**config.mk**
```make
export PLATFORM = sky130hd
export DESIGN_NAME = lsk_scale
export DESIGN_NICKNAME = d
export VERILOG_FILES = /design/src/hw/rtl/lsk_pkg.sv /design/src/hw/rtl/lsk_scale.sv
export SDC_FILE = /design/constraint.sdc
export NUM_CORES = 2
export LEC_CHECK = 0
export BUFFER_PORTS_ARGS = -buffer_cell sky130_fd_sc_hd__buf_2
export CORE_MARGIN = 8
export CORE_UTILIZATION = 60
export CTS_CLUSTER_DIAMETER = 120
export CTS_CLUSTER_SIZE = 8
export DETAILED_ROUTE_END_ITERATION = 7
export PLACE_DENSITY = 0.83
export SETUP_SLACK_MARGIN = 0.2
export SLEW_MARGIN = 25
export SYNTH_ARGS = -nofsm -noshare
export SYNTH_HDL_FRONTEND = slang
export SYNTH_SLANG_ARGS = --single-unit
```
**constraint.sdc**
```tcl
create_clock -name clock -period 10.3 [get_ports clock]
set_clock_uncertainty 0.1 [all_clocks]
set_input_delay 1.545 -clock clock [delete_from_list [all_inputs] [get_ports clock]]
set_output_delay 1.545 -clock clock [all_outputs]
set_load 0.05 [all_outputs]
```
**src/hw/rtl/lsk_pkg.sv**
```systemverilog
// Shared constants and bus types for the Legendre series kernel entry.
// No dependencies.
`default_nettype none
package lsk_pkg;
   localparam int MAX_TERMS = 32;
   localparam int CNT_W     = $clog2(MAX_TERMS + 1);
   localparam int COEF_W    = $clog2(2 * MAX_TERMS);
   localparam int SUM_W     = 32 + $clog2(MAX_TERMS) + 1;
   localparam int NUM_W     = 32 + $clog2(3 * MAX_TERMS) + 1;
   localparam int RECIP_W   = 25;

   localparam logic signed [31:0] ONE_Q30     = 32'sd1073741824;
   localparam logic signed [31:0] NEG_ONE_Q30 = -32'sd1073741824;
   localparam logic [24:0]        INV_4PI_Q28 = 25'd21361415;
   localparam logic signed [63:0] ENTRY_MAX   = 64'sd140737488355327;
   localparam logic signed [63:0] ENTRY_MIN   = -64'sd140737488355328;

   typedef struct packed {
      logic signed [31:0] ax;
      logic signed [31:0] ay;
      logic signed [31:0] az;
      logic signed [31:0] bx;
      logic signed [31:0] by;
      logic signed [31:0] bz;
      logic [31:0]        w;
   } in_bus_type;

   typedef struct packed {
      logic                    valid;
      logic signed [31:0]      c;
      logic signed [31:0]      p1;
      logic signed [31:0]      p2;
      logic signed [SUM_W-1:0] sum;
      logic [31:0]             w;
   } term_bus_type;
endpackage
`default_nettype wire

```
**src/hw/rtl/lsk_scale.sv**
```systemverilog
// Scale by 1/(4*pi) and the weight, round and saturate; three stages.
// Depends on lsk_pkg.
`default_nettype none
module lsk_scale (
   input  wire logic                  clock,
   input  wire logic                  reset,
   input  wire logic                  adv,
   input  wire lsk_pkg::term_bus_type in_bus,
   output logic                       out_valid,
   output logic signed [47:0]         out_entry
);
   import lsk_pkg::*;

   localparam int SK_W = SUM_W + 26;
   localparam int MW_W = SUM_W + 17;

   logic                    v1_ff, v2_ff, v3_ff;
   logic signed [SUM_W-1:0] m_ff;
   logic [31:0]             w_ff;
   logic signed [MW_W-1:0]  hi_ff, lo_ff;
   logic signed [47:0]      e_ff;
   logic signed [SK_W-1:0]  sk;
   logic signed [MW_W-1:0]  hi_in, lo_in;
   logic signed [63:0]      e_wide;
   logic signed [47:0]      e_in;

   assign sk    = SK_W'(in_bus.sum) * $signed({1'b0, INV_4PI_Q28});
   assign hi_in = MW_W'(m_ff) * $signed({1'b0, w_ff[31:16]});
   assign lo_in = MW_W'(m_ff) * $signed({1'b0, w_ff[15:0]});

   always_comb begin
      e_wide = (64'(hi_ff) + 64'(lo_ff >>> 16) + 64'sd4096) >>> 13;
      if (e_wide > ENTRY_MAX) begin
         e_in = 48'(ENTRY_MAX);
      end else if (e_wide < ENTRY_MIN) begin
         e_in = 48'(ENTRY_MIN);
      end else begin
         e_in = 48'(e_wide);
      end
   end

   always_ff @(posedge clock) begin
      if (reset) begin
         v1_ff <= 1'b0;
         v2_ff <= 1'b0;
         v3_ff <= 1'b0;
      end else if (adv) begin
         v1_ff <= in_bus.valid;
         v2_ff <= v1_ff;
         v3_ff <= v2_ff;
      end
      if (adv) begin
         m_ff  <= SUM_W'((sk + SK_W'(27'sd33554432)) >>> 26);
         w_ff  <= in_bus.w;
         hi_ff <= hi_in;
         lo_ff <= lo_in;
         e_ff  <= e_in;
      end
   end

   assign out_valid = v3_ff;
   assign out_entry = e_ff;
endmodule
`default_nettype wire

```
# --- After elaboration in Yosys (flattened, before gate mapping) ---
# Index checks and enable logic that the tools add are counted.
classes:
  n_addsub: 3
  multipliers: 3
  div_mod_pow: 0
  magnitude_cmp: 2
  eq_ne: 0
  shifts: 0
  n_mux: 1
  n_bitwise: 0
  n_reduce_logical: 0
ops:
  columns: ["op", "n"]
  rows:
  - ["multiplier 38 x 17 -> 55 bit", 2]
  - ["adder 64 x 27 -> 64 bit (second input constant)", 1]
  - ["multiplier 38 x 26 -> 64 bit (second input constant)", 1]
  - ["adder 56 x 14 -> 57 bit (second input constant)", 1]
  - ["adder 55 x 39 -> 56 bit", 1]
  - ["> comparator 44 x 48 -> 1 bit (second input constant)", 1]
  - ["less-than comparator 44 x 48 -> 1 bit (second input constant)", 1]
  - ["2-to-1 mux 48 bit", 1]
totals:
  reg_bits: 231
  latch_bits: 0
  ram_bits: 0
  romBits: 0
  in_bits: 170
  out_inout_bits: 49
  word_cells: 17
  mem_count: 0

# --- Logic depth before layout (Yosys ltp) ---
depth:
  ltp_word: 4
  depth_mapped: 27
  mapped_depth_nobuf: 25

# --- Worst setup path after synthesis ---
# No wires, ideal clock.
synth_path:
  path_type: "input -> register"
  start: "in in_bus[69] (netlist name)"
  end: "reg m_ff[34], data pin"
  setup_time_ns: 0.265
  t_arrival_ns: 7.300
  required_time_ns: 9.935
  slack_ns: 2.635
  path_stages: 23
  path_buffers: 3
  path_cell_list: "clkbuf_1 clkinv_1 clkbuf_1 fa_1 inv_1 fa_1 fa_1 fa_1 inv_1 fa_1 inv_1 ha_1 clkbuf_1 a21o_1 a21o_1 a21o_1 a221o_1 a311oi_1 o21ai_0 o21ba_2 o31a_1 o21bai_1 xor2_1"
synth_between:
  elab_chain_len: 2
synth_lines:
  columns: ["item", "line", "source"]
  rows:
  - ["from (decl)", "lsk_scale.sv:8", "input wire lsk_pkg::term_bus_type in_bus,"]
  - ["multiplier 38 x 26 -> 64 bit", "lsk_scale.sv:27", "assign sk = SK_W'(in_bus.sum) * $signed({1'b0, INV_4PI_Q28});"]
  - ["adder 64 x 27 -> 64 bit", "lsk_scale.sv:53", "m_ff <= SUM_W'((sk + SK_W'(27'sd33554432)) >>> 26);"]
  - ["to (signal assigned)", "lsk_scale.sv:53", null]
  - ["to (decl)", "lsk_scale.sv:18", "logic signed [SUM_W-1:0] m_ff;"]
# Every way passes these cells.
# A chain may end at the register's enable or synchronous reset.

# --- Final worst setup path ---
layout_path:
  start: "reg w_ff[8]"
  end: "reg lo_ff[47], data pin"
layout_between:
  elab_chain_len: 1
layout_lines:
  columns: ["item", "line", "source"]
  rows:
  - ["from (decl)", "lsk_scale.sv:19", "logic [31:0] w_ff;"]
  - ["from (signal assigned)", "lsk_scale.sv:54", "w_ff <= in_bus.w;"]
  - ["multiplier 38 x 17 -> 55 bit", "lsk_scale.sv:29", "assign lo_in = MW_W'(m_ff) * $signed({1'b0, w_ff[15:0]});"]
  - ["named net lo_in[47]", "lsk_scale.sv:23", "logic signed [MW_W-1:0] hi_in, lo_in;"]
  - ["to (signal assigned)", "lsk_scale.sv:56", "lo_ff <= lo_in;"]
  - ["to (decl)", "lsk_scale.sv:20", "logic signed [MW_W-1:0] hi_ff, lo_ff;"]
# The timed path passes the listed nets, and every way through them passes these cells.

==> flow_summary_export.csv <==
group,metric,value,unit
run_status,status,"finished, final reports clean",
critical_path,r2r_start,"w_ff[8]$_DFFE_PP_",
critical_path,worst-path-max-fanout,27,
hold_path,hp-class,"reg2reg",
cts,clkSinkCount,212,
placed_design,post-place-ws,1620,ps
critical_path,start_kind,"flop",
placed_design,gp_congestion,0.956,
synth,synthXorXnorAreaFrac,0.0265,
sta,finalCriticalPeriod,8140,ps
drt,drtAntennaViolNets,0,
synth,synth_top_family_by_area,"adder cells",
drt,drt_iter0_drc,3612,
cells_and_area,layout-drive-gt1-share,0.0367,
cells_and_area,final_area,71300,um2
cts,cts_tree,"done",
global_routing,antenna_found_initial,7,
cts,clock_latency,630,ps
job,cap_violations,0,
drt,avgViaCountPerCell,5.62,
synth,synth.net_count,9658,
synth,ys.flop_type,"edfxtp_1",
sta,slew_viol_final,0,
global_routing,grt.overflow.total,0,
cells_and_area,finalNonFillerCells,8707,
cells_and_area,fill_cells,8886,
sta,tightest_slew,981,ps
placed_design,postPlaceCellArea,70400,um2
synth,synth-simple-area-share,0.115,
sta,setup_ws,2160,ps
drt,wirelength,167000,um
placed_design,dp.cells,8653,
cells_and_area,fin_nets,9581,
floorplan,io_pins,219,
synth,synth_compound_area_frac,0.0619,
cts,cts_buffers,31,
synth,synth_edf_count,209,
sta,relSlewSlack,0.346,
drt,wl_per_cell,19.2,um
synth,ys_seq_elements,212,
floorplan,initial_core_util,0.602,
floorplan,core,114000,um2
synth,yosys.area.top_type,"fa_1",
placed_design,portBuffers,122,
cts,cts_hold_buf,0,
synth,synth.avg_cell_area,9.44,um2
cells_and_area,area_growth,4.07,%
cts,ctsResizeCount,0,
floorplan,die_w,354,um
cts,htreeDepth,1,
global_routing,grt_max_degree,85,
synth,synth_top_area_frac,0.452,
sta,rsz0062_at_grt,"no",
global_routing,global_route.usage.total,0.270,
sta,period_share,0.790,
synth,yosys_warnings,0,
sta,hold_viol_final,0,
synth,yosysSeqAreaShare,0.0925,
critical_path,endpoint_kind,"flop",
critical_path,required,10530,ps
cts,cts_buffer_depth,3,
critical_path,crit_arrival,8370,ps
cts,root_buffer,"clkbuf_16",
floorplan,die-area,125000,um2
synth,synth_fa_ha_area_frac,0.578,
cts,clkTransAtPathRegs,70,ps
sta,finalSetupTns,0,ps
hold_path,holdPathStages,2,
synth,ys_async_sr_fraction,0,
global_routing,grt_pass1_wl,273000,um
drt,num_vias,48950,
synth,synthMuxAreaShare,0.00135,
floorplan,fp-row-count,124,
critical_path,r2r_cells,22,
synth,netlist_area,68500,um2
floorplan,dieHeight,354,um
critical_path,crit_start,"w_ff[8]$_DFFE_PP_",
sta,setup_viol,0,
critical_path,crit_type,"reg2reg",
synth,yosys-top-cells-area,"fa_1, ha_1, inv_1",
sta,max_freq,123,MHz
drt,drc,0,
drt,firstDrtPassIters,8,
placed_design,hpwl,133000,um
global_routing,grt_pass1_vias,54500,
synth,yosysUniqueCellTypes,79,
cts,post_cts_buffers,0,
synth,synth_cells,7253,
hold_path,hp-start,"out_valid$_SDFFE_PP0P_",
[placed cells by master, fill, tap and decap left out, types with 6 or more instances in the layout]
master | netlist | final
inv_1 | 1959 | 1959
fa_1 | 1545 | 1545
nand2_1 | 904 | 904
ha_1 | 690 | 690
and2_1 | 430 | 430
edfxtp_1 | 209 | 209
a21oi_1 | 199 | 199
xnor2_1 | 136 | 136
buf_2 | 4 | 121
a21o_1 | 117 | 117
nor2_1 | 116 | 116
o21ai_0 | 99 | 99
buf_4 | 4 | 77
xor2_1 | 71 | 71
nand3_1 | 51 | 51
nand4_1 | 42 | 42
o21a_1 | 34 | 34
clkbuf_16 | 0 | 31
and3_1 | 28 | 28
nor2b_1 | 27 | 27
o21bai_1 | 26 | 26
a31oi_1 | 21 | 21
nor3_1 | 20 | 20
a211oi_1 | 19 | 19
nand2b_1 | 18 | 18
o211ai_1 | 15 | 15
clkbuf_1 | 294 | 14
a221oi_1 | 11 | 11
or3_1 | 10 | 10
o22ai_1 | 8 | 8
o31a_1 | 7 | 7
a211o_1 | 7 | 7
or2_2 | 7 | 7
mux2i_1 | 7 | 7
o21ai_1 | 7 | 7
a41oi_1 | 6 | 6
a221o_1 | 6 | 6
[critical path, cell delays in order, from the launching register on]
cell	delay [ps]
edfxtp_1	780
buf_4	490
nand2_1	150
fa_1	560
inv_1	50
fa_1	480
fa_1	560
fa_1	440
fa_1	500
inv_1	50
fa_1	470
inv_1	40
ha_1	370
a21oi_1	210
nand3_1	90
o21bai_1	230
a21boi_0	150
a211oi_2	540
o22ai_1	350
a2111oi_0	500
o21bai_1	150
a21oi_1	190
xnor2_1	360
[Yosys cell counts, drive strengths merged, types with 108 or more instances]
library cell  count
inv            1959
fa             1545
nand2           904
ha              690
and2            430
clkbuf          295
edfxtp          209
a21oi           202
xnor2           136
a21o            117
nor2            116
o21ai           108
[per-stage QoR]
stage,hold WS (ps),util
finish,408,0.627
global route,445,0.627
CTS,405,0.626
detailed placement,391,0.619
global placement,370,0.619
floorplan,360,-
[flip-flops by register name, indices dropped and copies added (netlist names)]
| register | count |
|---|---|
| hi_ff | 55 |
| lo_ff | 39 |
| m_ff | 38 |
| out_entry | 45 |
| out_valid | 1 |
| v1_ff | 1 |
| v2_ff | 1 |
| w_ff | 32 |
[metal layers]
metal | wire (um) | GRT usage
met1 | 62100 | 0.328
met2 | 80900 | 0.467
met3 | 16300 | 0.0595
met4 | 7760 | 0.110
met5 | 63 | 0
[kinds of logic (layout without fill, tap and decap cells)]
logic type                 Yosys count  count (layout)
buffers and inverters             2271            2209
adders and majority gates         2237            2237
and+or+nand+nor                   1672            1672
AOI/OAI and AO/OA                  645             645
DFF                                212             212
xor gates and xnor gates           207             207
muxes                                9               9
other                                0               4
[path summary, 6_finish.rpt]
path	slack (ps)	endpoint
worst max register to register	2160	lo_ff[47]$_DFFE_PP_
worst max-delay path	2160	lo_ff[47]$_DFFE_PP_
worst min-delay path	410	out_valid$_SDFFE_PP0P_
worst min register to register	410	out_valid$_SDFFE_PP0P_
[layout make-up]
cell class,count,area [um2],share of cell area
Clock inverter,3,25.0,0.000351
Tap cell,1512,1890,0.0266
Timing Repair Buffer,201,1230,0.0172
Inverter,1960,7360,0.103
Sequential cell,212,6340,0.0889
Antenna cell,4,10.0,0.000140
Clock buffer,45,828,0.0116
Multi-Input combinational cell,4770,53600,0.752
Power is not shown: default switching activity piles up to over one toggle a cycle in this logic, so the estimate is an artifact.
